## config.mk

```make
export PLATFORM = sky130hd
export DESIGN_NAME = graph_path_search_flat
export DESIGN_NICKNAME = d
export VERILOG_FILES = /design/src/hw/rtl/gps_pkg.sv /design/src/hw/rtl/gps_cmd_if.sv /design/src/hw/rtl/gps_res_if.sv /design/src/hw/rtl/gps_cfg_if.sv /design/src/hw/rtl/graph_path_search.sv /design/src/flat_wrapper.sv
export SDC_FILE = /design/constraint.sdc
export NUM_CORES = 2
export LEC_CHECK = 0
export ABC_AREA = 1
export BUFFER_PORTS_ARGS = -buffer_cell sky130_fd_sc_hd__buf_2
export CORE_UTILIZATION = 30
export CTS_CLUSTER_DIAMETER = 40
export DETAILED_ROUTE_END_ITERATION = 7
export GPL_TIMING_DRIVEN = 0
export SKIP_CTS_REPAIR_TIMING = 1
export SLEW_MARGIN = 15
export SYNTH_ARGS = -nofsm -noshare
export SYNTH_HDL_FRONTEND = slang
export SYNTH_SLANG_ARGS = --single-unit
```

## constraint.sdc

```tcl
create_clock -name clk_i -period 16.5 [get_ports clk_i]
set_clock_uncertainty 0.05 [all_clocks]
set_input_delay 4.125 -clock clk_i [delete_from_list [all_inputs] [get_ports clk_i]]
set_output_delay 4.125 -clock clk_i [all_outputs]
set_load 0.02 [all_outputs]
```

## src/hw/rtl/gps_pkg.sv

```systemverilog
package gps_pkg;

  localparam int MAX_VERTICES_DEF = 16;
  localparam int MAX_DEGREE_DEF   = 8;
  localparam int LABEL_BITS_DEF   = 32;
  localparam int MAX_RESULTS      = 16;

  localparam int CMD_W    = 2;
  localparam int KEY_W    = 32;
  localparam int OLABEL_W = 32;
  localparam int STATUS_W = 3;
  localparam int MODE_W   = 2;

  typedef enum logic [CMD_W-1:0] {
    CMD_ADD_VERTEX = 2'd0,
    CMD_ADD_EDGE   = 2'd1,
    CMD_FIND       = 2'd2,
    CMD_NONE       = 2'd3
  } cmd_e;

  typedef enum logic [STATUS_W-1:0] {
    STAT_OK       = 3'd0,
    STAT_NO_PATH  = 3'd1,
    STAT_UNKNOWN  = 3'd2,
    STAT_VTX_FULL = 3'd3,
    STAT_ADJ_FULL = 3'd4
  } status_e;

  typedef enum logic [MODE_W-1:0] {
    MODE_BFS   = 2'd0,
    MODE_STACK = 2'd1,
    MODE_REC   = 2'd2
  } mode_e;

  typedef enum logic [4:0] {
    S_IDLE,
    S_LOOK_RD,
    S_LOOK_CMP,
    S_EDGE_RD,
    S_EDGE_CHK,
    S_EDGE_FIN,
    S_WL_POP,
    S_WL_CUR,
    S_NB_RD,
    S_NB_CHK,
    S_REC_STEP,
    S_REC_CHK,
    S_TRACE,
    S_EMIT_RD,
    S_EMIT_OUT,
    S_RESP
  } state_e;

endpackage

```

## src/hw/rtl/gps_cmd_if.sv

```systemverilog
interface gps_cmd_if import gps_pkg::*; ();
  logic             valid;
  logic             ready;
  logic [CMD_W-1:0] cmd;
  logic [KEY_W-1:0] key_a;
  logic [KEY_W-1:0] key_b;

  modport source (output valid, cmd, key_a, key_b, input ready);
  modport sink (input valid, cmd, key_a, key_b, output ready);
endinterface

```

## src/hw/rtl/gps_res_if.sv

```systemverilog
interface gps_res_if import gps_pkg::*; ();
  logic                valid;
  logic                ready;
  logic [OLABEL_W-1:0] vertex_label;
  logic [STATUS_W-1:0] status;
  logic                last;

  modport source (output valid, vertex_label, status, last, input ready);
  modport sink (input valid, vertex_label, status, last, output ready);
endinterface

```

## src/hw/rtl/gps_cfg_if.sv

```systemverilog
interface gps_cfg_if import gps_pkg::*; ();
  logic              valid;
  logic              ready;
  logic [MODE_W-1:0] data;

  modport source (output valid, data, input ready);
  modport sink (input valid, data, output ready);
endinterface

```

## src/hw/rtl/graph_path_search.sv

```systemverilog
// Add vertex writes the label and the self-loop, then responds. Add edge scans the stored
// labels, reads the source adjacency entries, then writes the edge and responds. Find scans
// the labels, then pops the work list, expands each vertex and reads its adjacency entries
// (recursive mode: tries entries and steps back), collects the path and emits one path label
// per result. One command at a time; the next is taken once its last result is registered.
// Reset clears the counts, marks, mode and output; the label and list memories are not cleared.
module graph_path_search import gps_pkg::*; #(
  parameter int MAX_VERTICES = MAX_VERTICES_DEF,
  parameter int MAX_DEGREE   = MAX_DEGREE_DEF,
  parameter int LABEL_BITS   = LABEL_BITS_DEF
) (
  input  logic      clk_i,
  input  logic      rst_ni,
  gps_cmd_if.sink   cmd_s,
  gps_res_if.source res_m,
  gps_cfg_if.sink   cfg_s
);

  localparam int MV   = MAX_VERTICES;
  localparam int MD   = MAX_DEGREE;
  localparam int LB   = LABEL_BITS;
  localparam int VI   = $clog2(MV);
  localparam int VCW  = $clog2(MV + 1);
  localparam int DI   = $clog2(MD);
  localparam int CW   = $clog2(MD + 1);
  localparam int NLD  = MV * (1 << DI);
  localparam int WLD  = MV * MD + 1;
  localparam int WLI  = $clog2(WLD);
  localparam int WLP  = $clog2(WLD + 1);

  state_e state_q, state_d;
  logic [MODE_W-1:0] mode_q;
  logic [VCW-1:0] vcount_q, vcount_d;
  logic [CW-1:0]  ncount_q [MV];
  logic [CW-1:0]  ncount_d [MV];
  logic [MV-1:0]  visited_q, visited_d;
  logic [MV-1:0]  pred_v_q, pred_v_d;
  logic [VI-1:0]  pred_q [MV];
  logic [VI-1:0]  pred_d [MV];
  logic [VI-1:0]  pb_q [MV];
  logic [VI-1:0]  pb_d [MV];
  logic [CW-1:0]  pos_q [MV];
  logic [CW-1:0]  pos_d [MV];
  cmd_e           cmd_q, cmd_d;
  logic [LB-1:0]  ka_q, ka_d, kb_q, kb_d;
  logic [VCW-1:0] idx_q, idx_d;
  logic [VI-1:0]  a_q, a_d, b_q, b_d, cur_q, cur_d;
  logic           a_fnd_q, a_fnd_d, b_fnd_q, b_fnd_d, found_q, found_d, rev_q, rev_d;
  logic [CW-1:0]  j_q, j_d;
  logic [WLP-1:0] head_q, head_d, tail_q, tail_d;
  logic [VCW-1:0] depth_q, depth_d, len_q, len_d, k_q, k_d;
  status_e        resp_q, resp_d;
  logic                out_valid_q, out_valid_d, out_last_q, out_last_d;
  logic [OLABEL_W-1:0] out_label_q, out_label_d;
  status_e             out_status_q, out_status_d;

  // Memories
  logic [LB-1:0] lbl_mem [MV];
  logic [LB-1:0] lbl_rd_q, lbl_wd;
  logic [VI-1:0] lbl_ra, lbl_wa;
  logic          lbl_re, lbl_we;
  logic [VI-1:0] nl_mem [NLD];
  logic [VI-1:0] nl_rd_q, nl_wd;
  logic [VI+DI-1:0] nl_ra, nl_wa;
  logic          nl_re, nl_we;
  logic [VI-1:0] wl_mem [WLD];
  logic [VI-1:0] wl_rd_q, wl_wd;
  logic [WLI-1:0] wl_ra, wl_wa;
  logic          wl_re, wl_we;

  always_ff @(posedge clk_i) begin
    if (lbl_we) lbl_mem[lbl_wa] <= lbl_wd;
    if (lbl_re) lbl_rd_q <= lbl_mem[lbl_ra];
    if (nl_we) nl_mem[nl_wa] <= nl_wd;
    if (nl_re) nl_rd_q <= nl_mem[nl_ra];
    if (wl_we) wl_mem[wl_wa] <= wl_wd;
    if (wl_re) wl_rd_q <= wl_mem[wl_ra];
  end

  logic           out_free, is_stack, is_rec;
  logic [VI-1:0]  pb_ra, pb_rd, cnt_ra;
  logic [CW-1:0]  cnt_rd, pos_rd;
  logic [VCW-1:0] dm1, pbi, elen;
  logic [WLP-1:0] tm1;

  assign out_free = !out_valid_q || res_m.ready;
  assign is_stack = (mode_q == MODE_STACK);
  assign is_rec   = (mode_q == MODE_REC);
  assign dm1      = depth_q - VCW'(1);
  assign tm1      = tail_q - WLP'(1);
  assign pbi      = rev_q ? (len_q - VCW'(1) - k_q) : k_q;
  assign elen     = (32'(len_q) > MAX_RESULTS) ? VCW'(MAX_RESULTS) : len_q;
  assign pb_ra    = (state_q == S_EMIT_RD) ? pbi[VI-1:0] : dm1[VI-1:0];
  assign pb_rd    = pb_q[pb_ra];
  assign pos_rd   = pos_q[dm1[VI-1:0]];

  always_comb begin
    unique case (state_q)
      S_REC_STEP:                        cnt_ra = pb_rd;
      S_EDGE_RD, S_EDGE_CHK, S_EDGE_FIN: cnt_ra = a_q;
      default:                           cnt_ra = cur_q;
    endcase
  end
  assign cnt_rd = ncount_q[cnt_ra];

  assign cmd_s.ready        = (state_q == S_IDLE);
  assign cfg_s.ready        = 1'b1;
  assign res_m.valid        = out_valid_q;
  assign res_m.vertex_label = out_label_q;
  assign res_m.status       = out_status_q;
  assign res_m.last         = out_last_q;

  always_comb begin
    state_d = state_q;   vcount_d = vcount_q; ncount_d = ncount_q;
    visited_d = visited_q; pred_v_d = pred_v_q; pred_d = pred_q;
    pb_d = pb_q;         pos_d = pos_q;       cmd_d = cmd_q;
    ka_d = ka_q;         kb_d = kb_q;         idx_d = idx_q;
    a_d = a_q;           b_d = b_q;           cur_d = cur_q;
    a_fnd_d = a_fnd_q;   b_fnd_d = b_fnd_q;   found_d = found_q;
    rev_d = rev_q;       j_d = j_q;           head_d = head_q;
    tail_d = tail_q;     depth_d = depth_q;   len_d = len_q;
    k_d = k_q;           resp_d = resp_q;
    out_valid_d = out_valid_q && !res_m.ready;
    out_label_d = out_label_q; out_status_d = out_status_q; out_last_d = out_last_q;
    lbl_re = 1'b0; lbl_ra = '0; lbl_we = 1'b0; lbl_wa = '0; lbl_wd = ka_q;
    nl_re = 1'b0;  nl_ra = '0;  nl_we = 1'b0;  nl_wa = '0;  nl_wd = b_q;
    wl_re = 1'b0;  wl_ra = '0;  wl_we = 1'b0;  wl_wa = '0;  wl_wd = a_q;

    unique case (state_q)
      S_IDLE: begin
        if (cmd_s.valid) begin
          cmd_d = cmd_e'(cmd_s.cmd);
          ka_d  = LB'(cmd_s.key_a);
          kb_d  = LB'(cmd_s.key_b);
          idx_d = '0; a_fnd_d = 1'b0; b_fnd_d = 1'b0;
          unique case (cmd_e'(cmd_s.cmd))
            CMD_ADD_VERTEX: begin
              state_d = S_RESP;
              if (32'(vcount_q) >= MV) begin
                resp_d = STAT_VTX_FULL;
              end else begin
                resp_d = STAT_OK;
                lbl_we = 1'b1; lbl_wa = vcount_q[VI-1:0]; lbl_wd = LB'(cmd_s.key_a);
                // The self-loop is always the first edge of a new vertex.
                nl_we = 1'b1; nl_wa = {vcount_q[VI-1:0], DI'(0)}; nl_wd = vcount_q[VI-1:0];
                ncount_d[vcount_q[VI-1:0]] = CW'(1);
                vcount_d = vcount_q + VCW'(1);
              end
            end
            CMD_ADD_EDGE, CMD_FIND: state_d = S_LOOK_RD;
            default: state_d = S_IDLE;
          endcase
        end
      end
      S_LOOK_RD: begin
        if (idx_q >= vcount_q) begin
          if (!(a_fnd_q && b_fnd_q)) begin
            resp_d = STAT_UNKNOWN; state_d = S_RESP;
          end else if (cmd_q == CMD_ADD_EDGE) begin
            j_d = '0; found_d = 1'b0; state_d = S_EDGE_RD;
          end else begin
            visited_d = '0; pred_v_d = '0; k_d = '0;
            if (is_rec) begin
              pb_d[0] = a_q;
              if (a_q == b_q) begin
                len_d = VCW'(1); rev_d = 1'b0; state_d = S_EMIT_RD;
              end else begin
                pos_d[0] = '0; visited_d[a_q] = 1'b1;
                depth_d = VCW'(1); state_d = S_REC_STEP;
              end
            end else begin
              wl_we = 1'b1; wl_wa = '0; wl_wd = a_q;
              head_d = '0; tail_d = WLP'(1);
              if (!is_stack) visited_d[a_q] = 1'b1;
              state_d = S_WL_POP;
            end
          end
        end else begin
          lbl_re = 1'b1; lbl_ra = idx_q[VI-1:0]; state_d = S_LOOK_CMP;
        end
      end
      S_LOOK_CMP: begin
        // The lowest index wins, so later duplicates stay shadowed.
        if (!a_fnd_q && lbl_rd_q == ka_q) begin
          a_fnd_d = 1'b1; a_d = idx_q[VI-1:0];
        end
        if (!b_fnd_q && lbl_rd_q == kb_q) begin
          b_fnd_d = 1'b1; b_d = idx_q[VI-1:0];
        end
        idx_d = idx_q + VCW'(1);
        state_d = S_LOOK_RD;
      end
      S_EDGE_RD: begin
        if (j_q < cnt_rd) begin
          nl_re = 1'b1; nl_ra = {a_q, j_q[DI-1:0]}; state_d = S_EDGE_CHK;
        end else begin
          state_d = S_EDGE_FIN;
        end
      end
      S_EDGE_CHK: begin
        // Once the old edge is found, every later entry moves down by one.
        if (found_q) begin
          nl_we = 1'b1; nl_wa = {a_q, DI'(j_q - CW'(1))}; nl_wd = nl_rd_q;
        end else if (nl_rd_q == b_q) begin
          found_d = 1'b1;
        end
        j_d = j_q + CW'(1);
        state_d = S_EDGE_RD;
      end
      S_EDGE_FIN: begin
        state_d = S_RESP;
        resp_d  = STAT_OK;
        if (found_q) begin
          nl_we = 1'b1; nl_wa = {a_q, DI'(cnt_rd - CW'(1))};
        end else if (32'(cnt_rd) >= MD) begin
          resp_d = STAT_ADJ_FULL;
        end else begin
          nl_we = 1'b1; nl_wa = {a_q, cnt_rd[DI-1:0]};
          ncount_d[a_q] = cnt_rd + CW'(1);
        end
      end
      S_WL_POP: begin
        if (is_stack) begin
          if (tail_q != '0) begin
            wl_re = 1'b1; wl_ra = tm1[WLI-1:0]; tail_d = tm1; state_d = S_WL_CUR;
          end else begin
            resp_d = STAT_NO_PATH; state_d = S_RESP;
          end
        end else begin
          if (head_q < tail_q) begin
            wl_re = 1'b1; wl_ra = head_q[WLI-1:0];
            head_d = head_q + WLP'(1); state_d = S_WL_CUR;
          end else begin
            resp_d = STAT_NO_PATH; state_d = S_RESP;
          end
        end
      end
      S_WL_CUR: begin
        cur_d = wl_rd_q;
        if (wl_rd_q == b_q) begin
          len_d = '0; state_d = S_TRACE;
        end else if (is_stack && visited_q[wl_rd_q]) begin
          state_d = S_WL_POP;
        end else begin
          visited_d[wl_rd_q] = 1'b1; j_d = '0; state_d = S_NB_RD;
        end
      end
      S_NB_RD: begin
        if (j_q < cnt_rd) begin
          nl_re = 1'b1; nl_ra = {cur_q, j_q[DI-1:0]}; state_d = S_NB_CHK;
        end else begin
          state_d = S_WL_POP;
        end
      end
      S_NB_CHK: begin
        if (!visited_q[nl_rd_q] && tail_q < WLP'(WLD)) begin
          pred_d[nl_rd_q] = cur_q; pred_v_d[nl_rd_q] = 1'b1;
          wl_we = 1'b1; wl_wa = tail_q[WLI-1:0]; wl_wd = nl_rd_q;
          tail_d = tail_q + WLP'(1);
          if (!is_stack) visited_d[nl_rd_q] = 1'b1;
        end
        j_d = j_q + CW'(1);
        state_d = S_NB_RD;
      end
      S_TRACE: begin
        // The path is collected destination first and emitted in reverse.
        pb_d[len_q[VI-1:0]] = cur_q;
        len_d = len_q + VCW'(1);
        if (!pred_v_q[cur_q] || (32'(len_q) + 1 >= MV)) begin
          rev_d = 1'b1; k_d = '0; state_d = S_EMIT_RD;
        end else begin
          cur_d = pred_q[cur_q];
        end
      end
      S_REC_STEP: begin
        if (depth_q == '0) begin
          resp_d = STAT_NO_PATH; state_d = S_RESP;
        end else if (pos_rd < cnt_rd) begin
          pos_d[dm1[VI-1:0]] = pos_rd + CW'(1);
          nl_re = 1'b1; nl_ra = {pb_rd, pos_rd[DI-1:0]};
          state_d = S_REC_CHK;
        end else begin
          depth_d = dm1;
        end
      end
      S_REC_CHK: begin
        state_d = S_REC_STEP;
        if (!visited_q[nl_rd_q] && (32'(depth_q) < MV)) begin
          pb_d[depth_q[VI-1:0]] = nl_rd_q;
          if (nl_rd_q == b_q) begin
            len_d = depth_q + VCW'(1); rev_d = 1'b0; k_d = '0; state_d = S_EMIT_RD;
          end else begin
            visited_d[nl_rd_q] = 1'b1;
            pos_d[depth_q[VI-1:0]] = '0;
            depth_d = depth_q + VCW'(1);
          end
        end
      end
      S_EMIT_RD: begin
        lbl_re = 1'b1; lbl_ra = pb_rd; state_d = S_EMIT_OUT;
      end
      S_EMIT_OUT: begin
        if (out_free) begin
          out_valid_d = 1'b1; out_label_d = OLABEL_W'(lbl_rd_q);
          out_status_d = STAT_OK;
          out_last_d = (k_q + VCW'(1) == elen);
          k_d = k_q + VCW'(1);
          state_d = (k_q + VCW'(1) == elen) ? S_IDLE : S_EMIT_RD;
        end
      end
      S_RESP: begin
        if (out_free) begin
          out_valid_d = 1'b1; out_label_d = '0;
          out_status_d = resp_q; out_last_d = 1'b1;
          state_d = S_IDLE;
        end
      end
      default: state_d = S_IDLE;
    endcase
  end

  always_ff @(posedge clk_i or negedge rst_ni) begin
    if (!rst_ni) begin
      state_q <= S_IDLE;
      mode_q <= MODE_BFS;
      vcount_q <= '0;
      for (int i = 0; i < MV; i++) begin
        ncount_q[i] <= '0;
      end
      visited_q <= '0;
      pred_v_q <= '0;
      out_valid_q <= 1'b0;
    end else begin
      state_q <= state_d;
      if (cfg_s.valid) mode_q <= cfg_s.data;
      vcount_q <= vcount_d;
      ncount_q <= ncount_d;
      visited_q <= visited_d;
      pred_v_q <= pred_v_d;
      out_valid_q <= out_valid_d;
    end
  end

  always_ff @(posedge clk_i) begin
    pred_q <= pred_d;   pb_q <= pb_d;       pos_q <= pos_d;
    cmd_q <= cmd_d;     ka_q <= ka_d;       kb_q <= kb_d;
    idx_q <= idx_d;     a_q <= a_d;         b_q <= b_d;
    cur_q <= cur_d;     a_fnd_q <= a_fnd_d; b_fnd_q <= b_fnd_d;
    found_q <= found_d; rev_q <= rev_d;     j_q <= j_d;
    head_q <= head_d;   tail_q <= tail_d;   depth_q <= depth_d;
    len_q <= len_d;     k_q <= k_d;         resp_q <= resp_d;
    out_label_q <= out_label_d; out_status_q <= out_status_d; out_last_q <= out_last_d;
  end

  a_vcount_range: assert property (@(posedge clk_i) disable iff (!rst_ni)
    32'(vcount_q) <= MV) else $error("vertex count beyond table size");

  a_out_hold: assert property (@(posedge clk_i) disable iff (!rst_ni)
    (out_valid_q && !res_m.ready) |=> (out_valid_q && $stable(out_label_q)
      && $stable(out_last_q)))
    else $error("waiting result overwritten");

  a_emit_index: assert property (@(posedge clk_i) disable iff (!rst_ni)
    (state_q == S_EMIT_OUT) |-> (k_q < elen))
    else $error("emit index past path length");

  a_trace_len: assert property (@(posedge clk_i) disable iff (!rst_ni)
    (state_q == S_TRACE) |-> (32'(len_q) < MV))
    else $error("trace longer than vertex table");

endmodule

```

## src/flat_wrapper.sv

```systemverilog
// flat-port wrapper written by rule: the top's interface ports become plain ports
module graph_path_search_flat import gps_pkg::*;
#(
  parameter int MAX_VERTICES = MAX_VERTICES_DEF,
  parameter int MAX_DEGREE   = MAX_DEGREE_DEF,
  parameter int LABEL_BITS   = LABEL_BITS_DEF
)
  (clk_i, rst_ni, cmd_s_valid, cmd_s_cmd, cmd_s_key_a, cmd_s_key_b, cmd_s_ready, res_m_valid, res_m_vertex_label, res_m_status, res_m_last, res_m_ready, cfg_s_valid, cfg_s_data, cfg_s_ready);
  gps_cmd_if cmd_s_i ();
  gps_res_if res_m_i ();
  gps_cfg_if cfg_s_i ();
  input  logic clk_i;
  input  logic rst_ni;
  input wire logic [$bits(cmd_s_i.valid)-1:0] cmd_s_valid;
  input wire logic [$bits(cmd_s_i.cmd)-1:0] cmd_s_cmd;
  input wire logic [$bits(cmd_s_i.key_a)-1:0] cmd_s_key_a;
  input wire logic [$bits(cmd_s_i.key_b)-1:0] cmd_s_key_b;
  output wire logic [$bits(cmd_s_i.ready)-1:0] cmd_s_ready;
  output wire logic [$bits(res_m_i.valid)-1:0] res_m_valid;
  output wire logic [$bits(res_m_i.vertex_label)-1:0] res_m_vertex_label;
  output wire logic [$bits(res_m_i.status)-1:0] res_m_status;
  output wire logic [$bits(res_m_i.last)-1:0] res_m_last;
  input wire logic [$bits(res_m_i.ready)-1:0] res_m_ready;
  input wire logic [$bits(cfg_s_i.valid)-1:0] cfg_s_valid;
  input wire logic [$bits(cfg_s_i.data)-1:0] cfg_s_data;
  output wire logic [$bits(cfg_s_i.ready)-1:0] cfg_s_ready;
  assign cmd_s_i.valid = cmd_s_valid;
  assign cmd_s_i.cmd = cmd_s_cmd;
  assign cmd_s_i.key_a = cmd_s_key_a;
  assign cmd_s_i.key_b = cmd_s_key_b;
  assign cmd_s_ready = cmd_s_i.ready;
  assign res_m_valid = res_m_i.valid;
  assign res_m_vertex_label = res_m_i.vertex_label;
  assign res_m_status = res_m_i.status;
  assign res_m_last = res_m_i.last;
  assign res_m_i.ready = res_m_ready;
  assign cfg_s_i.valid = cfg_s_valid;
  assign cfg_s_i.data = cfg_s_data;
  assign cfg_s_ready = cfg_s_i.ready;
  graph_path_search #(.MAX_VERTICES(MAX_VERTICES), .MAX_DEGREE(MAX_DEGREE), .LABEL_BITS(LABEL_BITS)) u_core (.clk_i(clk_i), .rst_ni(rst_ni), .cmd_s(cmd_s_i), .res_m(res_m_i), .cfg_s(cfg_s_i));
endmodule
```

==> impl_metrics.env <==
export IMPL_first_pass_iters=7
export IMPL_ys_ff_latch=2041
export IMPL_final_nets=9160
export IMPL_leakage_nw=39.1
export IMPL_whs_path_depth=2
export IMPL_critPathMaxStageDelay_ps=750
export IMPL_power_density_nw_per_um2=175
export IMPL_startpoint_type="register"
export IMPL_ys_types=68
export IMPL_grt_antenna_before_repair=31
export IMPL_status="complete, no violations"
export IMPL_drt_initial_drc_count=9356
export IMPL_vdd_drop_max_mv=0.134
export IMPL_grt_use_total_pct=21.7
export IMPL_area_growth_pct=20.6
export IMPL_ys_async_sr_fraction_pct=5.29
export IMPL_post_route_util_pct=36.4
export IMPL_reg2reg_depth=30
export IMPL_setup_tns_ps=0
export IMPL_wl_per_cell_um=25.7
export IMPL_grt_overflow_total=0
export IMPL_drc=0
export IMPL_worst_slack_ps=6350
export IMPL_max_freq_mhz=98.5
export IMPL_holdCritPathClass="register to register"
export IMPL_pin_count=112
export IMPL_synthCells=8516
export IMPL_layout_commonest_cell="edfxtp_1"
export IMPL_synthFlopType="edfxtp_1"
export IMPL_fin_total_pwr_w=0.0194
export IMPL_drv_slew=0
export IMPL_row_count=202
export IMPL_clkLatencyLatePin_ps=880
export IMPL_period_share_pct=61.5
export IMPL_yosysWarningCount=0
export IMPL_gp_congestion=0.970
export IMPL_die_x_um=555
export IMPL_slew_headroom_pct=6.43
export IMPL_cts_max_path_buffers=4
export IMPL_synth_area_per_cell_um2=10.8
export IMPL_grt_pass1_vias=69139
export IMPL_path_class="register to register"
export IMPL_cp_data_arrival_time_ps=10580
export IMPL_cp_required_ps=16940
export IMPL_tightest_slew_ps=1390
export IMPL_rsz0062_at_grt="no"
export IMPL_wl_um=344000
export IMPL_core_um2=304000
export IMPL_ant_nets=0
export IMPL_path_clk_slew_ps=50
export IMPL_synth_area_um2=91800
export IMPL_clock_sinks=2041
export IMPL_dpl_worst_slack_ps=6730
export IMPL_critPathCaptureType="register"
export IMPL_via_per_inst=5.35
export IMPL_cts_tree="done"
export IMPL_die_y_um=555
export IMPL_num_vias=71646
export IMPL_min_period_ps=10150
export IMPL_syn_num_nets=8636
export IMPL_cp_max_fo=12
export IMPL_cts_made_buffers=320
export IMPL_numPortBuffers=110
export IMPL_hold_viol=0
export IMPL_setup_viol=0
export IMPL_clockRootBuffer="clkbuf_16"
export IMPL_htree_levels=5
export IMPL_cap_violations=0
export IMPL_synth_edff_count=1933
export IMPL_cpMaxStageDelayCell="clkbuf_1"
export IMPL_yosysSeqAreaShare_pct=66.2
export IMPL_initial_utilization_pct=30.2
export IMPL_die_area_um2=308000
export IMPL_grt_pass1_wl_um=489000
export IMPL_final_cell_mix="edfxtp_1, nand2_1, nor2_1"
export IMPL_grt_max_degree=67
export IMPL_hpwl_um=244000
export IMPL_drive_gt1_share_pct=10.9
[layer usage]
metal / up-vias / wire length [um] / track usage [%]
li1: 31290 / - / -
met1: 35039 / 137000 / 28.7
met2: 4352 / 154000 / 33.9
met3: 925 / 33800 / 4.33
met4: 40 / 18000 / 10.4
met5: - / 247 / 0
[report_power, final]
part / switching (W) / internal, W
clock network: 0.00263 / 0.00425
logic: 0.00449 / 0.00155
registers: 0.000220 / 0.00620
total: 0.00734 / 0.0120
[cells in the mapped netlist (12+ instances only)]
| library cell | instances | area share, % |
|---|---|---|
| o211ai_1 | 163 | 1.3 |
| clkbuf_1 | 299 | 1.2 |
| buf_2 | 120 | 0.65 |
| nand4_1 | 27 | 0.18 |
| o221ai_1 | 51 | 0.49 |
| buf_6 | 26 | 0.32 |
| xnor2_1 | 19 | 0.18 |
| nand3_1 | 833 | 4.5 |
| o32ai_1 | 22 | 0.21 |
| inv_1 | 906 | 3.7 |
| buf_4 | 12 | 0.098 |
| nand3b_1 | 170 | 1.4 |
| o21ai_1 | 21 | 0.11 |
| ha_1 | 46 | 0.63 |
| edfxtp_1 | 1933 | 63 |
| a31oi_1 | 18 | 0.12 |
| nand2_1 | 1191 | 4.9 |
| o22ai_1 | 266 | 1.8 |
| xor2_1 | 37 | 0.35 |
| a22oi_1 | 18 | 0.15 |
| nor3_1 | 39 | 0.21 |
| buf_1 | 21 | 0.086 |
| a211oi_1 | 21 | 0.17 |
| a21oi_1 | 300 | 1.6 |
| o21ai_0 | 718 | 3.9 |
| dfrtp_1 | 108 | 2.9 |
| or2_2 | 14 | 0.095 |
| inv_2 | 19 | 0.078 |
| a2bb2oi_1 | 13 | 0.12 |
| nor4_1 | 13 | 0.089 |
| nor2_1 | 958 | 3.9 |
[cell type report]
type                    instances  area [um^2]
well taps                    4080         5100
diodes                          6         15.0
flip-flops and latches       2041        60700
fillers                     29659       193000
plain buffers                 478         2180
inverters                     935         3510
clock buffers                 346         8240
repair buffers                202         2480
multi-input cells            5062        25600
clock inverters               233         2710
[final timing paths]
path                                          start                   end  slack, ps
worst min register to register  u_core.ncount_q[44]   u_core.ncount_q[44]        460
worst max register to register    u_core.depth_q[0]  u_core.nl_mem[63][3]       6350
worst max-delay path              u_core.depth_q[0]  u_core.nl_mem[63][3]       6350
max in group asynchronous                    rst_ni   u_core.ncount_q[48]      12490
worst min-delay path            u_core.ncount_q[44]   u_core.ncount_q[44]        460
min in group asynchronous                    rst_ni      u_core.mode_q[1]       3120
[logic make-up after synthesis]
| logic type | count (synthesis) | share of synthesized area (%) |
|---|---|---|
| AND/OR/NAND/NOR | 3273 | 15.6 |
| flip-flops | 2041 | 66.2 |
| AO/OA/AOI/OAI | 1683 | 10.8 |
| buffers and inverters | 1413 | 6.20 |
| XOR/XNOR | 57 | 0.552 |
| adder cells (fa/ha/maj) | 47 | 0.649 |
| other | 1 | 0.00409 |
| multiplexers | 1 | 0.0123 |
[registers in the layout (all words and copies together), names as in the netlist, 64 cells and up]
name             count
u_core.lbl_mem     512
u_core.ncount_q     64
u_core.nl_mem      512
u_core.pb_q         64
u_core.pos_q        64
u_core.pred_q       64
u_core.wl_mem      516
[stage by stage]
step | area, um^2 | hold WS (ps) | instances
2_1_floorplan | 91800 | 409 | 8516
3_3_place_gp | 97400 | 436 | 12706
3_5_place_dp | 99700 | 446 | 12798
4_1_cts | 111000 | 461 | 13377
5_1_grt | 111000 | 484 | 13379
6_report | 111000 | 460 | 13383
[critical path, delay by kind of cell (launching register included)]
family	cells	cell delay, ps
DFF	1	460
adders and majority gates	2	750
buffers and inverters	12	4640
AOI/OAI and AO/OA	5	1590
and+or+nand+nor	11	2240
Note: power is estimated with default switching activity, not from simulation.
